**config.mk**
```make
export PLATFORM = sky130hd
export DESIGN_NAME = fifo_with_remove_by_key_unit
export DESIGN_NICKNAME = d
export VERILOG_FILES = /design/src/hdl/fwrbk_pkg.sv /design/src/hdl/fwrbk_cell.sv /design/src/hdl/fifo_with_remove_by_key_unit.sv
export SDC_FILE = /design/constraint.sdc
export NUM_CORES = 1
export LEC_CHECK = 0
export BUFFER_PORTS_ARGS = -buffer_cell sky130_fd_sc_hd__buf_2
export CAP_MARGIN = 0
export CORE_MARGIN = 5
export CORE_UTILIZATION = 55
export DETAILED_ROUTE_END_ITERATION = 16
export PLACE_DENSITY = 0.68
export SETUP_SLACK_MARGIN = 0.3
export SYNTH_ARGS = -nofsm -noshare
export SYNTH_HDL_FRONTEND = slang
export SYNTH_SLANG_ARGS = --single-unit
export TNS_END_PERCENT = 30
```
**constraint.sdc**
```tcl
create_clock -name clk -period 4.8 [get_ports clk]
set_input_delay 0.48 -clock clk [delete_from_list [all_inputs] [get_ports clk]]
set_output_delay 0.48 -clock clk [all_outputs]
set_load 0.03 [all_outputs]
```
**src/hdl/fwrbk_pkg.sv**
```systemverilog
package fwrbk_pkg;

  localparam int STATUS_W  = 3;
  localparam int CNT_OUT_W = 5;

  localparam logic MODE_INSERT = 1'b0;
  localparam logic MODE_REMOVE = 1'b1;

  localparam logic [STATUS_W-1:0] ST_INSERTED  = 3'd0;
  localparam logic [STATUS_W-1:0] ST_FULL      = 3'd1;
  localparam logic [STATUS_W-1:0] ST_REMOVED   = 3'd2;
  localparam logic [STATUS_W-1:0] ST_NOT_FOUND = 3'd3;
  localparam logic [STATUS_W-1:0] ST_EMPTY     = 3'd4;

  // control broadcast from the sequencer to every cell
  typedef struct packed {
    logic scan;
    logic shift;
    logic write;
  } ctl_t;

endpackage

```
**src/hdl/fwrbk_cell.sv**
```systemverilog
module fwrbk_cell #(
  parameter int KEY_WIDTH = 16,
  parameter int CNT_W     = 5,
  parameter int POS_W     = 4,
  parameter int INDEX     = 0
) (
  input  logic                 clk,
  input  logic                 rst,
  input  fwrbk_pkg::ctl_t      ctl,
  input  logic [CNT_W-1:0]     count,
  input  logic [POS_W-1:0]     pos,
  input  logic [KEY_WIDTH-1:0] key,
  input  logic                 tok_in,
  input  logic [KEY_WIDTH-1:0] nbr_data,
  output logic [KEY_WIDTH-1:0] data,
  output logic                 tok,
  output logic                 hit,
  output logic                 pass
);
  import fwrbk_pkg::*;

  logic match;

  assign match = (data == key);
  assign hit   = tok & match;
  // search token moves on to the next cell unless this one matches
  assign pass  = tok & ~match & ctl.scan;

  always_ff @(posedge clk) begin
    if (rst) begin
      tok <= 1'b0;
    end else begin
      tok <= tok_in;
    end
  end

  always_ff @(posedge clk) begin
    if (ctl.write && (count == CNT_W'(INDEX))) begin
      data <= key;
    end else if (ctl.shift && (POS_W'(INDEX) >= pos)) begin
      // close the gap left by the removed entry
      data <= nbr_data;
    end
  end

endmodule

```
**src/hdl/fifo_with_remove_by_key_unit.sv**
```systemverilog
// Bounded order-keeping queue of keys with removal by key. A word with mode
// insert appends its key at the tail (status full when CAPACITY entries are
// held); a word with mode remove searches from the head for the first equal
// key, takes it out and closes the gap, reporting its position plus one in
// moves. Every word yields one result word with status and occupancy. The
// entries live in a row of CAPACITY cells; a search token walks one cell per
// clock from the head, and on a match every cell from it to the tail takes its
// neighbour's key at once, in the same clock. An insert or a remove on an empty
// queue goes from S_EXEC straight to S_DONE; any other remove passes through
// S_SCAN until the match, or the last entry held when there is no match, is
// reached. The result is loaded into the output register when that register is
// free, and the input is ready again once the result is loaded. Only one word
// is in work at a time; a finished result waits in the output register while
// the next word is accepted.
module fifo_with_remove_by_key_unit #(
  parameter int CAPACITY  = 16,
  parameter int KEY_WIDTH = 16
) (
  input  logic                               clk,
  input  logic                               rst,
  input  logic                               item_valid,
  output logic                               item_stall,
  input  logic                               mode,
  input  logic [KEY_WIDTH-1:0]               key,
  output logic                               result_valid,
  input  logic                               result_stall,
  output logic [fwrbk_pkg::STATUS_W-1:0]     status,
  output logic [fwrbk_pkg::CNT_OUT_W-1:0]    moves,
  output logic [fwrbk_pkg::CNT_OUT_W-1:0]    occupancy
);
  import fwrbk_pkg::*;

  localparam int CNT_W = $clog2(CAPACITY + 1);
  localparam int POS_W = (CAPACITY > 1) ? $clog2(CAPACITY) : 1;
  localparam int EXT_W = (CNT_W > CNT_OUT_W) ? CNT_W : CNT_OUT_W;

  localparam logic [1:0] S_IDLE = 2'd0;
  localparam logic [1:0] S_EXEC = 2'd1;
  localparam logic [1:0] S_SCAN = 2'd2;
  localparam logic [1:0] S_DONE = 2'd3;

  logic [1:0]           state;
  logic [CNT_W-1:0]     count;
  logic [POS_W-1:0]     pos;
  logic [KEY_WIDTH-1:0] key_r;
  logic                 mode_r;
  logic [STATUS_W-1:0]  res_status;
  logic [CNT_OUT_W-1:0] res_moves;
  logic [CNT_OUT_W-1:0] res_occ;

  ctl_t                 ctl;
  logic                 start;
  logic                 found;
  logic                 last;
  logic                 full;
  logic [EXT_W-1:0]     moves_ext;
  logic [EXT_W-1:0]     occ_inc_ext;
  logic [EXT_W-1:0]     occ_dec_ext;
  logic [EXT_W-1:0]     occ_ext;

  logic [KEY_WIDTH-1:0] data [CAPACITY];
  logic [KEY_WIDTH-1:0] nbr  [CAPACITY];
  logic [CAPACITY-1:0]  tok;
  logic [CAPACITY-1:0]  hit;
  logic [CAPACITY-1:0]  pass;
  logic [CAPACITY-1:0]  tok_in;

  assign item_stall = (state != S_IDLE);
  assign full       = (count == CNT_W'(CAPACITY));
  assign start      = (state == S_EXEC) && (mode_r == MODE_REMOVE) && (count != '0);
  assign found      = |hit;
  assign last       = (CNT_W'(pos) == count - CNT_W'(1));

  assign ctl.scan  = (state == S_SCAN);
  assign ctl.shift = (state == S_SCAN) && found;
  assign ctl.write = (state == S_EXEC) && (mode_r == MODE_INSERT) && !full;

  assign moves_ext   = EXT_W'(CNT_W'(pos) + CNT_W'(1));
  assign occ_inc_ext = EXT_W'(count + CNT_W'(1));
  assign occ_dec_ext = EXT_W'(count - CNT_W'(1));
  assign occ_ext     = EXT_W'(count);

  genvar g;
  generate
    for (g = 0; g < CAPACITY; g++) begin : g_cell
      if (g == 0) begin : g_head
        assign tok_in[g] = start;
      end else begin : g_body
        assign tok_in[g] = pass[g-1];
      end
      if (g == CAPACITY - 1) begin : g_tail
        assign nbr[g] = data[g];
      end else begin : g_mid
        assign nbr[g] = data[g+1];
      end

      fwrbk_cell #(
        .KEY_WIDTH (KEY_WIDTH),
        .CNT_W     (CNT_W),
        .POS_W     (POS_W),
        .INDEX     (g)
      ) u_cell (
        .clk      (clk),
        .rst      (rst),
        .ctl      (ctl),
        .count    (count),
        .pos      (pos),
        .key      (key_r),
        .tok_in   (tok_in[g]),
        .nbr_data (nbr[g]),
        .data     (data[g]),
        .tok      (tok[g]),
        .hit      (hit[g]),
        .pass     (pass[g])
      );
    end
  endgenerate

  // a held result stays valid through S_DONE, so setting it there is safe
  always_ff @(posedge clk) begin
    if (rst) begin
      result_valid <= 1'b0;
    end else if (state == S_DONE) begin
      result_valid <= 1'b1;
    end else if (!result_stall) begin
      result_valid <= 1'b0;
    end
  end

  always_ff @(posedge clk) begin
    if (rst) begin
      state <= S_IDLE;
      count <= '0;
    end else begin
      unique case (state)
        S_IDLE: begin
          if (item_valid) begin
            key_r  <= key;
            mode_r <= mode;
            state  <= S_EXEC;
          end
        end
        S_EXEC: begin
          pos       <= '0;
          res_moves <= '0;
          if (mode_r == MODE_INSERT) begin
            state <= S_DONE;
            if (full) begin
              res_status <= ST_FULL;
              res_occ    <= occ_ext[CNT_OUT_W-1:0];
            end else begin
              count      <= count + CNT_W'(1);
              res_status <= ST_INSERTED;
              res_occ    <= occ_inc_ext[CNT_OUT_W-1:0];
            end
          end else if (count == '0) begin
            state      <= S_DONE;
            res_status <= ST_EMPTY;
            res_occ    <= '0;
          end else begin
            state <= S_SCAN;
          end
        end
        S_SCAN: begin
          if (found) begin
            count      <= count - CNT_W'(1);
            res_status <= ST_REMOVED;
            res_moves  <= moves_ext[CNT_OUT_W-1:0];
            res_occ    <= occ_dec_ext[CNT_OUT_W-1:0];
            state      <= S_DONE;
          end else if (last) begin
            res_status <= ST_NOT_FOUND;
            res_occ    <= occ_ext[CNT_OUT_W-1:0];
            state      <= S_DONE;
          end else begin
            pos <= pos + POS_W'(1);
          end
        end
        S_DONE: begin
          if (!result_valid || !result_stall) begin
            status    <= res_status;
            moves     <= res_moves;
            occupancy <= res_occ;
            state     <= S_IDLE;
          end
        end
        default: begin
          state <= S_IDLE;
        end
      endcase
    end
  end

  a_count_bound : assert property (@(posedge clk) disable iff (rst)
    count <= CNT_W'(CAPACITY))
    else $error("fill count above capacity");

  a_one_token : assert property (@(posedge clk) disable iff (rst)
    $onehot0(tok))
    else $error("more than one search token in the cell row");

  a_scan_nonempty : assert property (@(posedge clk) disable iff (rst)
    (state == S_SCAN) |-> (count != '0))
    else $error("search running on an empty queue");

  a_remove_count : assert property (@(posedge clk) disable iff (rst)
    ((state == S_SCAN) && found) |=> (count == $past(count) - CNT_W'(1)))
    else $error("removal did not lower the fill count");

  a_accept_exec : assert property (@(posedge clk) disable iff (rst)
    (item_valid && !item_stall) |=> (state == S_EXEC))
    else $error("accepted word not taken into execution");

endmodule
```
==> results of run 1 <==
placed cells by master, fill, tap and decap left out, types with 7 or more instances in the layout:
| master | n |
|---|---|
| sky130_fd_sc_hd__xor2_1 | 99 |
| sky130_fd_sc_hd__xnor2_1 | 167 |
| sky130_fd_sc_hd__nor2_1 | 27 |
| sky130_fd_sc_hd__buf_4 | 38 |
| sky130_fd_sc_hd__mux2_2 | 240 |
| sky130_fd_sc_hd__dfxtp_1 | 24 |
| sky130_fd_sc_hd__edfxtp_1 | 303 |
| sky130_fd_sc_hd__o21ai_0 | 13 |
| sky130_fd_sc_hd__nor4_1 | 34 |
| sky130_fd_sc_hd__nand2_1 | 64 |
| sky130_fd_sc_hd__nand4_1 | 46 |
| sky130_fd_sc_hd__inv_1 | 19 |
| sky130_fd_sc_hd__and3_1 | 8 |
| sky130_fd_sc_hd__ha_1 | 13 |
| sky130_fd_sc_hd__nand3_1 | 12 |
| sky130_fd_sc_hd__buf_2 | 35 |
| sky130_fd_sc_hd__clkbuf_16 | 39 |
| sky130_fd_sc_hd__a21oi_1 | 7 |
| sky130_fd_sc_hd__clkbuf_1 | 7 |
| sky130_fd_sc_hd__clkinv_1 | 12 |
synthesized netlist by cell type (all sizes together), types with 3 or more instances:
| library cell | count |
|---|---|
| inv | 19 |
| nor4 | 34 |
| xor2 | 100 |
| xnor2 | 167 |
| nand3 | 12 |
| nor2b | 3 |
| mux2i | 3 |
| nor3b | 3 |
| and2 | 3 |
| a21oi | 7 |
| nand2 | 64 |
| nor3 | 4 |
| nor2 | 29 |
| dfxtp | 24 |
| o22ai | 4 |
| o21ai | 17 |
| buf | 51 |
| nand4 | 47 |
| a22oi | 4 |
| ha | 13 |
| and3 | 8 |
| edfxtp | 303 |
| a31oi | 3 |
| clkbuf | 43 |
| mux2 | 241 |
| o31ai | 4 |
power groups by stage:
stage	combinational [mW]	sequential [mW]	clock, mW
floorplan	1.02	3.42	0
global placement	1.23	3.50	0
detailed placement	1.23	3.50	0
CTS	1.24	3.45	2.78
global route	1.35	3.46	2.92
finish	1.24	3.45	2.74
worst paths after layout:
kind	from	end	slack, ns	cells after the start
max	key_r[6]	g_cell[2].u_cell.data[4]	0.78	11
max reg2reg	key_r[6]	g_cell[2].u_cell.data[4]	0.78	11
min	key[2]	key_r[2]	0.13	1
min reg2reg	res_status[2]	status[2]	0.42	0
cell type report:
class,count,area (µm²)
clock buffers,46,1000
clock inverters,21,170
fillers,2443,12100
inverters,20,75.1
multi-input cells,793,6750
flip-flops and latches,327,9580
well taps,396,495
repair buffers,77,541
logic make-up after synthesis:
kind of cell             Yosys count  share of synthesized area
AO/OA/AOI/OAI                     53                     0.0210
adder cells (fa/ha/maj)           13                    0.00947
AND/OR/NAND/NOR                  216                     0.0652
buffers and inverters            114                     0.0498
XOR/XNOR                         267                      0.137
multiplexers                     244                      0.160
flip-flops                       327                      0.558
metal layers:
metal,share of wire,global-route usage,vias to the layer above
li1,-,-,4554
met4,0.032,0.0720,2
met1,0.42,0.284,4824
met2,0.51,0.382,208
met3,0.039,0.0340,72
met5,0.00033,0,-
sequential cells by signal (all words and copies together), names as in the netlist, 3 cells and up:
register / cells
moves: 5
pos: 4
res_occ: 5
g_cell.u_cell.tok: 16
status: 3
count: 5
res_status: 3
occupancy: 5
g_cell.u_cell.data: 256
res_moves: 5
key_r: 16
worst max-delay path, delay by kind of cell (launching register included):
kind | cells | cell delay [ns]
flops | 1 | 1.06
simple gates | 4 | 0.98
compound gates | 3 | 0.82
buf+inv | 3 | 0.76
xor+xnor | 1 | 0.09
==> impl_metrics.ini, run 1 <==
[status]
run_status = complete, no violations

[worst_setup_path]
crit_fanout = 19
worstSetupEndpointType = flop
timing.critical_path.slowest_stage_cell = sky130_fd_sc_hd__edfxtp_1
critPathRequiredTime_ns = 5.01
critPathLaunchType = flop
cp_data_arrival_time_ns = 4.23
critical_path.most_common_cell = sky130_fd_sc_hd__buf_4
timing.critical_path.cells = buf_4, xor2_1, nor4_1, buf_4, nand4_1, o22ai_1, or4_1, o21a_1, nand2_1, o21ai_1, buf_4
timing.setup.critical_path_class = reg -> reg
critical-path-max-stage-delay_ns = 1.06

[synth]
synth_largest_type_area_fraction = 0.530
syn_nets = 1268
synth_top_flop_cell = sky130_fd_sc_hd__edfxtp_1
netlist_instances = 1234
ys_async_sr_fraction = 0
post_synth_main_area_contributors = sky130_fd_sc_hd__edfxtp_1 53%, sky130_fd_sc_hd__mux2_2 16%, sky130_fd_sc_hd__xnor2_1 8.5%
yosysTopAreaCell = sky130_fd_sc_hd__edfxtp_1
ys.warnings.count = 0
ys_ff_latch = 327
synth_enable_flop_cells = 303
synthDistinctLibCells = 56
yosysSeqAreaShare = 0.558
netlist_area_um2 = 17200
syn_avg_cell_area_um2 = 13.9

[timing]
post-route-worst-setup-slack_ns = 0.781
fin_worst_hold_slack_ns = 0.131
setup_repair_after_global_routing_missed_its_margin = no
slew_violations = 0
finalCriticalPeriod_ns = 4.02
final.period_utilization = 0.837
fin_setup_tns_ns = 0
setup_viol = 0
final-hold-violation-count = 0
transition_time_at_the_pin_with_the_least_slew_margin_ns = 1.14
slew_headroom = 0.236
clock.fmax_ghz = 0.249
worst_clock_skew_ns = 0.0250

[routing]
final_antenna_net_count = 0
drt_iter0_drc = 605
firstDrtPassIters = 5
wl_per_cell_um = 23.1
routed-via-count = 9660
viasPerCell = 5.75
post_route_drc = 0
detail_route.wirelength_um = 38800

[placement]
placement.setup.worst_slack_ns = 0.759
dp_hpwl_um = 26500
placed_cells_incl_taps = 1613
dpl-instance-area_um2 = 17400
place.port_buffers = 35
place_congestion = 0.858

[global_route]
wire_length_of_the_first_global_routing_pass_um = 60200
maximum_number_of_pins_on_one_net_before_global_route_repair = 33
via_count_of_the_first_global_routing_pass = 10000
grt_antenna_before_repair = 1
gr_ovfl_total = 0
global_route.usage.total = 0.220

[layout]
post_layout_nonfiller_instances = 1680
post-route-util = 0.607
final_stage_net_count = 1290
num_antenna_cells = 0
area.growth.synth_to_final_pct = 8.41
layout-drive-gt1-share = 0.293
final_area_um2 = 18600

[floorplanning]
die_area_um2 = 34900
die-height_um = 187
ioPinCount = 36
site_row_count = 64
floorplan.initialDensity = 0.560
core_area_um2 = 30700
floorplan.die.width_um = 187

[cts]
cts_made_buffers = 37
htreeDepth = 2
cts_repair_resize_count = 0
cts_buffer_depth = 3
cts_tree = built
cts_hold_buffers = 0
cts_num_sinks = 327
cts_root_buf = sky130_fd_sc_hd__clkbuf_16
post-cts-setup-buffer-count = 0
clk_pin_slew_worst_paths_ns = 0.06
insertion_delay_ns = 0.52

[power_and_ir_drop]
power_internal_mw = 5.39
power_switching_share = 0.274
seq_power_share = 0.464
power.clock.fraction = 0.369
power.switching_mw = 2.03
leakage_nw = 6.31
post-layout-total-power_mw = 7.43
power.combinational.fraction = 0.167
ir_drop_uv = 242
power.density_nw_per_um2 = 399

[hold_path]
hold_path_class = in -> reg

[run]
cap_violations = 0
Power figures use the tool's default switching activity.
==> run 2, diff against run 1 <==
Clock period 4.8 ns to 4.1 ns, I/O delays scaled along.
==> run 2 against run 1 <==
Clock skew fell by 0.0069 ns. Setup slack worse by 0.34 ns. Worst hold slack got worse by 0.057 ns. Critical path depth up 1. Clock power grew 16%. Sequential power up 17%. Largest cell class unchanged. Final cell count is 0.83% higher. Critical path type unchanged. Routed wire length rose by 0.45%. Design area up 1.0%. Register-to-register slack got worse by 0.34 ns.
==> impl_metrics.ini, run 2 (synthesis gave the netlist of run 1 again) <==
[routing]
viasPerCell = 5.78
detail_route.wirelength_um = 39000
wl_per_cell_um = 23.0
firstDrtPassIters = 6
drt_iter0_drc = 868
post_route_drc = 0
routed-via-count = 9797
final_antenna_net_count = 0

[timing]
setup_repair_after_global_routing_missed_its_margin = no
slew_headroom = 0.300
transition_time_at_the_pin_with_the_least_slew_margin_ns = 1.05
final-hold-violation-count = 0
setup_viol = 0
slew_violations = 0
fin_worst_hold_slack_ns = 0.0747
clock.fmax_ghz = 0.273
final.period_utilization = 0.893
post-route-worst-setup-slack_ns = 0.440
fin_setup_tns_ns = 0
worst_clock_skew_ns = 0.0181
finalCriticalPeriod_ns = 3.66

[cts]
htreeDepth = 2
cts_root_buf = sky130_fd_sc_hd__clkbuf_16
cts_hold_buffers = 0
cts_num_sinks = 327
cts_tree = built
cts_buffer_depth = 3
insertion_delay_ns = 0.51
clk_pin_slew_worst_paths_ns = 0.06
cts_made_buffers = 36

[layout]
final_stage_net_count = 1306
post-route-util = 0.613
fill_cells = 2338
regMostFlops = g_cell.u_cell.data
most-common-layout-cells = 303 x sky130_fd_sc_hd__edfxtp_1, 240 x sky130_fd_sc_hd__mux2_2, 167 x sky130_fd_sc_hd__xnor2_1
largestRegisters = g_cell.u_cell.data x256, g_cell.u_cell.tok x16, key_r x16
num_antenna_cells = 0
mostFrequentLayoutCell = sky130_fd_sc_hd__edfxtp_1
area.growth.synth_to_final_pct = 9.53
final_area_um2 = 18800
largest_reg_flops = 256
layout-drive-gt1-share = 0.302
post_layout_nonfiller_instances = 1694

[power_and_ir_drop]
post-layout-total-power_mw = 8.71
power.density_nw_per_um2 = 463
ir_drop_uv = 285
leakage_nw = 6.41

[placement]
place.port_buffers = 35
placed_cells_incl_taps = 1622
place_congestion = 0.885
dp_hpwl_um = 27000
placement.setup.worst_slack_ns = 0.410
dpl-instance-area_um2 = 17600

[floorplanning]
ioPinCount = 36
die-height_um = 187
floorplan.die.width_um = 187
floorplan.initialDensity = 0.560
core_area_um2 = 30700
site_row_count = 64
die_area_um2 = 34900

[worst_setup_path]
timing.critical_path.slowest_stage_cell = sky130_fd_sc_hd__edfxtp_1
worstSetupEndpointType = flop
critPathLaunchType = flop
timing.setup.critical_path_class = reg -> reg
crit_fanout = 16
timing.critical_path.cells = buf_4, xnor2_1, nand4_1, nor4_1, buf_4, a22oi_1, nand4_2, o21a_1, buf_4, nand3_1, nand2_1, buf_4
critical_path.most_common_cell = sky130_fd_sc_hd__buf_4
critPathRequiredTime_ns = 4.28
cp_data_arrival_time_ns = 3.84
critical-path-max-stage-delay_ns = 0.74

[global_route]
gr_ovfl_total = 0
global_route.usage.total = 0.219
via_count_of_the_first_global_routing_pass = 9883
wire_length_of_the_first_global_routing_pass_um = 60200
maximum_number_of_pins_on_one_net_before_global_route_repair = 33
grt_antenna_before_repair = 1

[hold_path]
hold_path_class = in -> reg

[run]
cap_violations = 0

[status]
run_status = complete, no violations
## run 2: power by group
group          total [mW]  internal [mW]  switching [mW]
Sequential           4.03           3.85           0.182
Combinational        1.51          0.582           0.926
Clock                3.17           1.90            1.27
Total                8.71           6.34            2.37
## run 2: final timing paths
kind / slack [ns] / endpoint / cells past startpoint / startpoint
hold reg to reg: 0.42 / status[2] / 0 / res_status[2]
setup / recovery: 0.44 / g_cell[5].u_cell.data[11] / 12 / key_r[13]
hold / removal: 0.07 / key_r[15] / 1 / key[15]
setup reg to reg: 0.44 / g_cell[5].u_cell.data[11] / 12 / key_r[13]
## run 2: critical path, delay by kind of cell, from the launching register on
| family | cells | cell delay, ns |
|---|---|---|
| AO/OA/AOI/OAI | 2 | 0.30 |
| XOR/XNOR | 1 | 0.16 |
| buffers and inverters | 4 | 1.05 |
| flip-flops | 1 | 0.74 |
| AND/OR/NAND/NOR | 5 | 1.07 |
## run 2: metal layers
| metal | part of all wire | global-route usage |
|---|---|---|
| met1 | 0.43 | 0.306 |
| met4 | 0.023 | 0.0577 |
| met5 | 0 | 0 |
| met2 | 0.49 | 0.361 |
| met3 | 0.057 | 0.0349 |
## run 2: final cells by class
class                   count  area (µm²)  share of cell area
well taps                 396         495              0.0263
multi-input cells         793        6760               0.359
inverters                  20        75.1             0.00399
repair buffers             94         756              0.0402
clock inverters            13         134             0.00712
flip-flops and latches    327        9580               0.509
clock buffers              51        1010              0.0537
## run 2: timing repair
action / in CTS / in global routing
resized for setup: 0 / 1
endpoints found under the setup margin: 0 / 212
buffers inserted: 0 / 8
